**config.mk**
```make
export PLATFORM = sky130hd
export DESIGN_NAME = distance_vector_route_table_update
export DESIGN_NICKNAME = d
export VERILOG_FILES = /design/src/hw/rtl/dvrtu_pkg.sv /design/src/hw/rtl/dvrtu_table.sv /design/src/hw/rtl/distance_vector_route_table_update.sv
export SDC_FILE = /design/constraint.sdc
export NUM_CORES = 1
export LEC_CHECK = 0
export ABC_CLOCK_PERIOD_IN_PS = 3900
export BUFFER_PORTS_ARGS = -buffer_cell sky130_fd_sc_hd__buf_2
export CORE_ASPECT_RATIO = 1.75
export CORE_MARGIN = 3
export CORE_UTILIZATION = 56
export DETAILED_ROUTE_END_ITERATION = 7
export HOLD_SLACK_MARGIN = 0.05
export PLACE_DENSITY_LB_ADDON = 0.3
export SYNTH_ARGS = -nofsm -noshare
export SYNTH_HDL_FRONTEND = slang
export SYNTH_SLANG_ARGS = --single-unit
```
**constraint.sdc**
```tcl
create_clock -name clk -period 3.9 [get_ports clk]
set_clock_uncertainty 0.1 [all_clocks]
set_input_delay 0.39 -clock clk [delete_from_list [all_inputs] [get_ports clk]]
set_output_delay 0.39 -clock clk [all_outputs]
set_load 0.05 [all_outputs]
```
**src/hw/rtl/dvrtu_pkg.sv**
```systemverilog
// Package for the distance-vector route table update block.
// Holds table sizing, item and result types, action codes and table port structs.
// No dependencies.
`timescale 1ns / 1ps
`default_nettype none

package dvrtu_pkg;

    localparam int TABLE_ENTRIES = 32;
    localparam int IDX_W         = $clog2(TABLE_ENTRIES);
    localparam int CNT_W         = $clog2(TABLE_ENTRIES + 1);
    localparam int SLOT_W        = 5;
    localparam int METRIC_W      = 4;

    localparam logic [31:0] METRIC_LIMIT = 32'd15;
    localparam logic [31:0] LOOPBACK_NET = 32'h7F00_0000;

    typedef enum logic [2:0] {
        ACT_ADDED      = 3'd0,
        ACT_REPLACED   = 3'd1,
        ACT_WORSE      = 3'd2,
        ACT_BAD_METRIC = 3'd3,
        ACT_LOOPBACK   = 3'd4,
        ACT_FULL       = 3'd5
    } action_t;

    typedef enum logic [1:0] {
        ST_IDLE,
        ST_SCAN,
        ST_FINISH
    } state_t;

    typedef struct packed {
        logic [31:0] route_network;
        logic [31:0] route_mask;
        logic [31:0] route_next_hop;
        logic [31:0] route_metric;
    } route_t;

    typedef struct packed {
        action_t             action;
        logic [SLOT_W-1:0]   slot;
    } result_t;

    // write port of the route table
    typedef struct packed {
        logic                en;
        logic [IDX_W-1:0]    addr;
        logic [31:0]         network;
        logic [31:0]         mask;
        logic [31:0]         gateway;
        logic [METRIC_W-1:0] metric;
    } tbl_wr_t;

    // registered read reply of the route table
    typedef struct packed {
        logic                valid;
        logic [31:0]         network;
        logic [METRIC_W-1:0] metric;
    } tbl_rd_t;

endpackage

`default_nettype wire

```
**src/hw/rtl/dvrtu_table.sv**
```systemverilog
// Route table storage: key memory, route data memory and per-entry valid flags.
// Depends on dvrtu_pkg. One read port with a registered reply, one write port.
`timescale 1ns / 1ps
`default_nettype none

module dvrtu_table
    import dvrtu_pkg::*;
(
    input  wire logic             clk,
    input  wire logic             rst_n,
    input  wire logic             rd_en,
    input  wire logic [IDX_W-1:0] rd_addr,
    output tbl_rd_t               rd,
    input  wire tbl_wr_t          wr
);

    typedef struct packed {
        logic [31:0]         network;
        logic [METRIC_W-1:0] metric;
    } key_t;

    typedef struct packed {
        logic [31:0] mask;
        logic [31:0] gateway;
    } route_data_t;

    key_t                     key_mem [TABLE_ENTRIES];
    route_data_t              data_mem [TABLE_ENTRIES];
    logic [TABLE_ENTRIES-1:0] valid_reg;
    key_t                     rd_key_reg;
    logic                     rd_valid_reg;

    always_ff @(posedge clk or negedge rst_n)
    begin
        if (!rst_n)
        begin
            valid_reg <= '0;
        end
        else if (wr.en)
        begin
            valid_reg[wr.addr] <= 1'b1;
        end
    end

    always_ff @(posedge clk)
    begin
        if (wr.en)
        begin
            key_mem[wr.addr]  <= '{network: wr.network, metric: wr.metric};
            data_mem[wr.addr] <= '{mask: wr.mask, gateway: wr.gateway};
        end
    end

    always_ff @(posedge clk)
    begin
        if (rd_en)
        begin
            rd_key_reg   <= key_mem[rd_addr];
            rd_valid_reg <= valid_reg[rd_addr];
        end
    end

    assign rd.valid   = rd_valid_reg;
    assign rd.network = rd_key_reg.network;
    assign rd.metric  = rd_key_reg.metric;

endmodule

`default_nettype wire

```
**src/hw/rtl/distance_vector_route_table_update.sv**
```systemverilog
// Top level of the distance-vector route table update block.
// Depends on dvrtu_pkg and dvrtu_table.
//
//  channel | ports                  | handshake
//  --------+------------------------+-----------------------------------
//  item in | start, busy, route     | taken when start && !busy
//  result  | done, result           | one-cycle strobe, cannot be stalled
//
// Loopback and bad-metric items go straight to the finishing step. Other
// items scan the table one entry a cycle through the key memory read port:
// a hit ends the scan at the matching slot, a miss scans every entry.
// busy stays high until the strobe cycle, in which a new item may already
// be taken.
// Reset clears the valid flags at once; no clearing pass is needed.
`timescale 1ns / 1ps
`default_nettype none

module distance_vector_route_table_update
    import dvrtu_pkg::*;
(
    input  wire logic   clk,
    input  wire logic   rst_n,
    input  wire logic   start,
    output logic        busy,
    input  wire route_t route,
    output logic        done,
    output result_t     result
);

    localparam logic [IDX_W-1:0] LAST_IDX = IDX_W'(TABLE_ENTRIES - 1);
    localparam logic [CNT_W-1:0] PTR_END  = CNT_W'(TABLE_ENTRIES);

    state_t           state_reg,     state_next;
    route_t           item_reg,      item_next;
    logic [CNT_W-1:0] ptr_reg,       ptr_next;
    logic             rd_vld_reg,    rd_vld_next;
    logic [IDX_W-1:0] rd_idx_reg,    rd_idx_next;
    logic             have_free_reg, have_free_next;
    logic [IDX_W-1:0] free_reg,      free_next;
    action_t          act_reg,       act_next;
    logic [IDX_W-1:0] slot_reg,      slot_next;
    logic             done_reg,      done_next;
    result_t          result_reg,    result_next;

    logic    rd_en;
    tbl_rd_t rd;
    tbl_wr_t wr;

    dvrtu_table u_table (
        .clk     (clk),
        .rst_n   (rst_n),
        .rd_en   (rd_en),
        .rd_addr (ptr_reg[IDX_W-1:0]),
        .rd      (rd),
        .wr      (wr)
    );

    always_ff @(posedge clk or negedge rst_n)
    begin
        if (!rst_n)
        begin
            state_reg  <= ST_IDLE;
            rd_vld_reg <= 1'b0;
            done_reg   <= 1'b0;
        end
        else
        begin
            state_reg  <= state_next;
            rd_vld_reg <= rd_vld_next;
            done_reg   <= done_next;
        end
    end

    always_ff @(posedge clk)
    begin
        item_reg      <= item_next;
        ptr_reg       <= ptr_next;
        rd_idx_reg    <= rd_idx_next;
        have_free_reg <= have_free_next;
        free_reg      <= free_next;
        act_reg       <= act_next;
        slot_reg      <= slot_next;
        result_reg    <= result_next;
    end

    always_comb
    begin
        state_next     = state_reg;
        item_next      = item_reg;
        ptr_next       = ptr_reg;
        rd_vld_next    = 1'b0;
        rd_idx_next    = ptr_reg[IDX_W-1:0];
        have_free_next = have_free_reg;
        free_next      = free_reg;
        act_next       = act_reg;
        slot_next      = slot_reg;
        done_next      = 1'b0;
        result_next    = result_reg;
        rd_en          = 1'b0;
        wr.en          = 1'b0;
        wr.addr        = slot_reg;
        wr.network     = item_reg.route_network;
        wr.mask        = item_reg.route_mask;
        wr.gateway     = item_reg.route_next_hop;
        wr.metric      = item_reg.route_metric[METRIC_W-1:0];

        case (state_reg)
            ST_IDLE:
            begin
                if (start)
                begin
                    item_next      = route;
                    ptr_next       = '0;
                    have_free_next = 1'b0;
                    slot_next      = '0;
                    if (route.route_network == LOOPBACK_NET)
                    begin
                        act_next   = ACT_LOOPBACK;
                        state_next = ST_FINISH;
                    end
                    else if (route.route_metric > METRIC_LIMIT)
                    begin
                        act_next   = ACT_BAD_METRIC;
                        state_next = ST_FINISH;
                    end
                    else
                    begin
                        state_next = ST_SCAN;
                    end
                end
            end

            ST_SCAN:
            begin
                // issue the next read while the previous entry is compared
                if (ptr_reg < PTR_END)
                begin
                    rd_en       = 1'b1;
                    rd_vld_next = 1'b1;
                    ptr_next    = ptr_reg + CNT_W'(1);
                end
                if (rd_vld_reg)
                begin
                    if (rd.valid && rd.network == item_reg.route_network)
                    begin
                        act_next   = (item_reg.route_metric[METRIC_W-1:0] < rd.metric)
                                     ? ACT_REPLACED : ACT_WORSE;
                        slot_next  = rd_idx_reg;
                        state_next = ST_FINISH;
                    end
                    else
                    begin
                        if (!rd.valid && !have_free_reg)
                        begin
                            have_free_next = 1'b1;
                            free_next      = rd_idx_reg;
                        end
                        if (rd_idx_reg == LAST_IDX)
                        begin
                            if (have_free_reg || !rd.valid)
                            begin
                                act_next  = ACT_ADDED;
                                slot_next = have_free_reg ? free_reg : rd_idx_reg;
                            end
                            else
                            begin
                                act_next  = ACT_FULL;
                                slot_next = '0;
                            end
                            state_next = ST_FINISH;
                        end
                    end
                end
            end

            ST_FINISH:
            begin
                wr.en       = (act_reg == ACT_ADDED) || (act_reg == ACT_REPLACED);
                done_next   = 1'b1;
                result_next = '{action: act_reg, slot: SLOT_W'(slot_reg)};
                state_next  = ST_IDLE;
            end

            default:
            begin
                state_next = ST_IDLE;
            end
        endcase
    end

    assign busy   = (state_reg != ST_IDLE);
    assign done   = done_reg;
    assign result = result_reg;

    a_done_after_finish: assert property (@(posedge clk) disable iff (!rst_n)
        done_reg |-> $past(state_reg == ST_FINISH))
        else $error("result strobe without a finishing step");

    a_done_not_busy: assert property (@(posedge clk) disable iff (!rst_n)
        done_reg |-> !busy)
        else $error("result strobe while an item is still in work");

    a_zero_slot: assert property (@(posedge clk) disable iff (!rst_n)
        (done_reg && (result_reg.action == ACT_LOOPBACK ||
                      result_reg.action == ACT_BAD_METRIC ||
                      result_reg.action == ACT_FULL)) |-> (result_reg.slot == '0))
        else $error("refused item reports a non-zero slot");

    a_ptr_bound: assert property (@(posedge clk) disable iff (!rst_n)
        (state_reg == ST_SCAN) |-> (ptr_reg <= PTR_END))
        else $error("scan pointer ran past the table");

    a_write_only_finish: assert property (@(posedge clk) disable iff (!rst_n)
        wr.en |-> (state_reg == ST_FINISH))
        else $error("table written outside the finishing step");

endmodule

`default_nettype wire
```
== Yosys cells after proc, flatten, opt, wreduce, memory -nomap -nowiden ==
Memory sizes are Yosys's and may differ from the RTL's. A register that Yosys moved wholly into a read port is not among the register bits.
Index checks and enable logic that the tools add are counted.

* $add $sub $neg: 1
* Order comparisons: 6
* Eq/ne operators: 13
* Multiplexer cells: 41
* Bitwise operators: 2
* Reductions and logical operators: 18

{| class="wikitable"
|+ Operators with widths
! operator !! number
|-
| $eq 32x31->1 const B || 1
|-
| $eq 32x32->1 || 1
|-
| $gt 32x4->1 const B || 1
|-
| $or 32x32->32 || 1
|-
| $mux 5 || 6
|-
| $mux 3 || 7
|-
| $mux 2 || 7
|-
| $lt 5x6->1 const B || 2
|-
| $mux 1 || 12
|-
| $mux 6 || 2
|-
| $pmux 6 s2 || 1
|-
| $ne 2x2->1 const B || 5
|-
| $pmux 5 s2 || 1
|-
| $reduce_and 5->1 || 2
|-
| $reduce_and 4->1 || 2
|-
| $add 6x1->6 const B || 1
|-
| $lt 6x6->1 const B || 1
|-
| $ne 3x3->1 const B || 2
|-
| $pmux 3 s2 || 1
|-
| $reduce_and 3->1 || 2
|-
| $bmux 1 s5 || 1
|-
| $demux 1 s5 || 1
|-
| $eq 5x5->1 const B || 1
|-
| $ge 5x1->1 const B || 1
|-
| 14 further kinds || 19
|}

* Register bits: 106
* RAM bits: 1152
* Output and inout bits: 10
* Word-level logic and storage cells: 97
* Memories: 1

{| class="wikitable"
|+ Memories
! name !! words !! width !! read ports !! clocked after Yosys merged registers in !! write ports !! line !! text
|-
| u_table.key_mem || 32 || 36 || 1 || 1 || 1 || dvrtu_table.sv:27 || <nowiki>key_t key_mem [TABLE_ENTRIES];</nowiki>
|}

== Longest topological paths before layout ==
* Depth in word-level cells: 7
* Mapped depth: 7
* Mapped depth without buffers: 7

== By module ==
From an unflattened synthesis, not the netlist that was laid out.

* Cell total of the unflattened synthesis: 2924
* Area, all modules: 52311.4 um^2

{| class="wikitable"
|+ By module, submodules not included
! module !! times used !! cells an instance !! area each (um^2) !! sequential area each (um^2)
|-
| dvrtu_table || 1 || 2638 || 47242.8 || 36505.0
|-
| distance_vector_route_table_update || 1 || 286 || 5068.6 || 4043.9
|}

== Worst setup path after synthesis ==
No wires, ideal clock.

* Path kind: reg2reg
* Start point: reg state_reg[0]
* End point: mem u_table.key_mem[28][0] in the netlist's numbering (enable)
* Arrival time: 3.136 ns
* Data required time: 3.370 ns
* Slack: 0.234 ns
* Cell stages (with the launch flop): 6
* Buffers on the path: 1
* Period minus slack after synthesis: 3.666 ns
* Path through: dfrtp_1 -> nor2b_1 -> nand2_1 -> or3_1 -> clkbuf_1 -> nor2_1

* Word-level cells in the longest chain between the ends: 4

{| class="wikitable"
|+ RTL lines
! item !! line !! text
|-
| start: declaration || distance_vector_route_table_update.sv:33 || <nowiki>state_t state_reg, state_next;</nowiki>
|-
| start signal: assignment || distance_vector_route_table_update.sv:68 || <nowiki>state_reg <= state_next;</nowiki>
|-
| $eq 2x2->1 || distance_vector_route_table_update.sv:107 || <nowiki>case (state_reg)</nowiki>
|-
| $mux 1 || distance_vector_route_table_update.sv:107 ||
|-
| $mux 1 || - ||
|-
| $mux 1 (implied by the code) || dvrtu_table.sv:49 || <nowiki>key_mem[wr.addr] <= '{network: wr.network, metric: wr.metric};</nowiki>
|-
| end: declaration || dvrtu_table.sv:27 ||
|}

No other way between the ends.

== Worst setup path in the final report ==
* Start point: reg item_reg[114] in the netlist's numbering
* End point: reg act_reg[1] (enable)

* Word-level cells in the longest chain between the ends: 4

{| class="wikitable"
|+ RTL lines
! item !! line !! text
|-
| start: declaration || distance_vector_route_table_update.sv:34 || <nowiki>route_t item_reg, item_next;</nowiki>
|-
| start signal: assignment || distance_vector_route_table_update.sv:76 || <nowiki>item_reg <= item_next;</nowiki>
|-
| $eq 32x32->1 || distance_vector_route_table_update.sv:144 || <nowiki>if (rd.valid && rd.network == item_reg.route_network)</nowiki>
|-
| $logic_and 1x1->1 || distance_vector_route_table_update.sv:144 ||
|-
| $ne 3x3->1 (no source line) || - ||
|-
| $reduce_and 5->1 (no source line) || - ||
|-
| end signal: assignment || distance_vector_route_table_update.sv:81 || <nowiki>act_reg <= act_next;</nowiki>
|-
| end: declaration || distance_vector_route_table_update.sv:40 || <nowiki>action_t act_reg, act_next;</nowiki>
|}

No other way between the ends.
A chain may end at the register's enable or synchronous reset.

==> summary.md <==
| Metric | Value |
|---|---|
| CP arrival | 3.72 ns |
| Vias in the first global route | 23,700 |
| I/O pin count | 141 |
| Status | finished, final reports clean |
| WP data required | 4.20 ns |
| Cell family with most CP delay | flip-flops |
| Largest family of logic cells by synthesized area | multiplexers |
| Full die area | 91,600 um2 |
| Clock Root Buffer | clkbuf_16 |
| Setup bufs post-CTS | 0 |
| CTS tree | yes |
| TNS Setup | 0 ns |
| Final setup vio count | 0 |
| Synth unique cells | 43 |
| HP Class | in -> async |
| Post-DRT Antenna Nets | 0 |
| N_diodes | 0 |
| Number of flip-flops in the largest register | 1,152 |
| Final Max Slew Viols | 0 |
| Buf+Inv Stages, Crit Path | 1 |
| Critical path peak fanout | 33 |
| Initial Utilization | 56.6% |
| Mapped cell area | 49,200 um2 |
| Compound-Gate Fraction of Synth Area | 0.285% |
| Initial antenna violation count | 0 |
| Clock Latency Late Sink | 0.69 ns |
| RSZ-0062 raised after global routing | no |
| Worst-case clock buffer depth | 3 |
| Adder-cell share of the synthesized area | 0.102% |
| Max incr delay on CP | 0.92 ns |
| Reg2Reg Depth | 7 |
| Post-layout net count | 2,381 |
| Core area | 87,000 um2 |
| Max-slew headroom | 19.4% |
| Detail Placement HPWL | 61,000 um |
| Pwr/cell area | 537 nW/um2 |
| Layout cell share with drive strength beyond 1 | 35.0% |
| Average cell area after synthesis | 24.5 um2 |
| FMAX | 293 MHz |
| Post-synthesis simple-gate area fraction | 1.63% |
| Crit-path cells | xor2_1 -> nor4_1 -> nand3_1 -> nor4_4 -> o21ai_1 -> a2111oi_0 -> buf_4 |
| Startpoint class of the critical path | flop |
| Commonest non-fill, non-tap cell in the layout | edfxtp_1 |
| Total grt overflow | 0 |
| Min Hold Slack | 0.248 ns |
| Post-Syn Nets | 2,139 |
| WL/cell | 33.3 um |
| Die Y | 398 um |
| CTS Buf Count | 101 |
| Hold Vio Cnt, Final | 0 |
| Xor/xnor share of the synthesized area | 0.641% |
| Max_cap viols | 0 |
| Clk pin slew, worst setup/hold paths | 0.07 ns |
| Vias | 22,700 |
| R2R Path End | act_reg[1] |
| Synth Register Bits | 1,294 |
| EDFF count, synth | 1,253 |
| Drt drc | 0 |
| Row count | 143 |
| Ys flop type | edfxtp_1 |
| Critical path's slowest cell | edfxtp_1 |
| Placer Congestion | 0.816 |
| DRT iter0 DRCs | 3,156 |
| Minimum clock period | 3.42 ns |
| Synthesis Warnings | 0 |
| Clock Sinks | 1,294 |
| RR Startpoint | item_reg[114] |
| Reg2reg setup slack | 0.48 ns |
| GRT Total Usage | 26.0% |
| Largest net degree at the start of global routing | 91 |
| Maximum vdd drop | 313 uV |
| CP Depth | 7 |
| CP endpoint kind | flop |
| Global-route wire length before repair | 166,000 um |
| Async SR Flop Fraction | 2.78% |
| Post-synthesis mux area share | 17.9% |
| Slew of the pin with the lowest slew margin | 1.19 ns |
| Layout area overhead | 13.7% |
| Buffers on Ports | 76 |
| Crit share post-route | 87.6% |
| Most frequent cells in the layout | 1,253 x edfxtp_1, 364 x mux4_2, 104 x clkbuf_16, 76 x buf_2, 70 x buf_4 |
| Drt first pass iters | 5 |
| Leak | 0.0177 uW |
| Critical path type | reg -> reg |
| CTS H-tree lvls | 3 |
| Die Wd | 230 um |
| Post-synthesis instance total | 2,004 |
| Vias per inst | 6.48 |
| Register area share after synthesis | 78.5% |
| Routed WL | 116,000 um |
==> logic make-up after synthesis <==
group / after synthesis
flops: 1294
mux: 408
simple gates: 147
buf+inv: 97
xor+xnor: 36
compound gates: 18
fa+ha+maj: 4
==> power breakdown <==
group          switching [uW]  internal, uW  total (uW)
Clock                    4710          5570       10300
Sequential                227         15900       16100
Combinational            1960          1660        3620
==> cells in the mapped netlist (2+ instances only) <==
cell | number | area (um2)
ha_1 | 4 | 50.1
buf_2 | 23 | 115
buf_6 | 3 | 33.8
or3b_2 | 2 | 17.5
nor2_1 | 47 | 176
xnor2_1 | 7 | 61.3
nand4_1 | 7 | 43.8
a32o_1 | 5 | 50.1
nand2_1 | 9 | 33.8
or2_2 | 33 | 206
mux4_2 | 364 | 8200
nand3b_1 | 3 | 22.5
nor3_1 | 2 | 10.0
nor2b_1 | 2 | 12.5
mux2_2 | 38 | 428
mux4_1 | 5 | 131
and2_1 | 7 | 43.8
clkbuf_1 | 48 | 180
buf_4 | 9 | 67.6
nor4_1 | 21 | 131
inv_1 | 6 | 22.5
buf_1 | 6 | 22.5
dfrtp_1 | 36 | 901
o21bai_1 | 2 | 15.0
a2111oi_0 | 2 | 17.5
nand3_1 | 5 | 25.0
a21oi_1 | 2 | 10.0
edfxtp_1 | 1253 | 37600
dfxtp_1 | 5 | 100
xor2_1 | 29 | 254
nand2b_1 | 3 | 18.8
or3_1 | 2 | 12.5
a21o_1 | 4 | 30.0
==> metrics by stage <==
step           setup slack (ns)  instances  total power, uW  utilization (%)  cell area, um2
3_5_place_dp              0.488       3262            20000             60.0           52200
5_1_grt                   0.114       3494            30900             64.3           55900
2_1_floorplan             0.234       2004            18800                -           49200
3_3_place_gp              0.395       3262            19900             60.0           52200
6_report                  0.483       3494            30000             64.3           55900
4_1_cts                   0.464       3494            30200             64.3           55900
==> worst max path at each step <==
stage | from | end | slack, ns
6_report | item_reg[114] | act_reg[1] | 0.48
5_1_grt | item_reg[113] | act_reg[1] | 0.11
4_1_cts | item_reg[114] | act_reg[1] | 0.46
3_5_place_dp | item_reg[113] | act_reg[0] | 0.49
3_3_place_gp | item_reg[125] | act_reg[2] | 0.40
2_1_floorplan | state_reg[0] | u_table.key_mem[28][0] | 0.23
==> layout make-up <==
class,count,area (um2)
clock inverter,69,619
sequential,1294,38600
timing repair buffer,230,2180
multi-input combinational,613,10300
inverter,6,22.5
fill,5564,31100
clock buffer,122,2670
tap,1160,1450
==> metal layers <==
layer,vias to the layer above,GRT usage [%],part of all wire [%]
met1,12200,33.4,35
met2,1148,46.1,55
met4,0,9.65,3.5
li1,9075,-,-
met3,215,3.05,7.0
met5,-,0,0
==> what timing repair did <==
item                      in CTS  in global routing
hold buffers                  41                  0
gates resized for setup        0                  0
hold endpoints to repair      74                  0
Note: power is estimated with default switching activity, not from simulation.
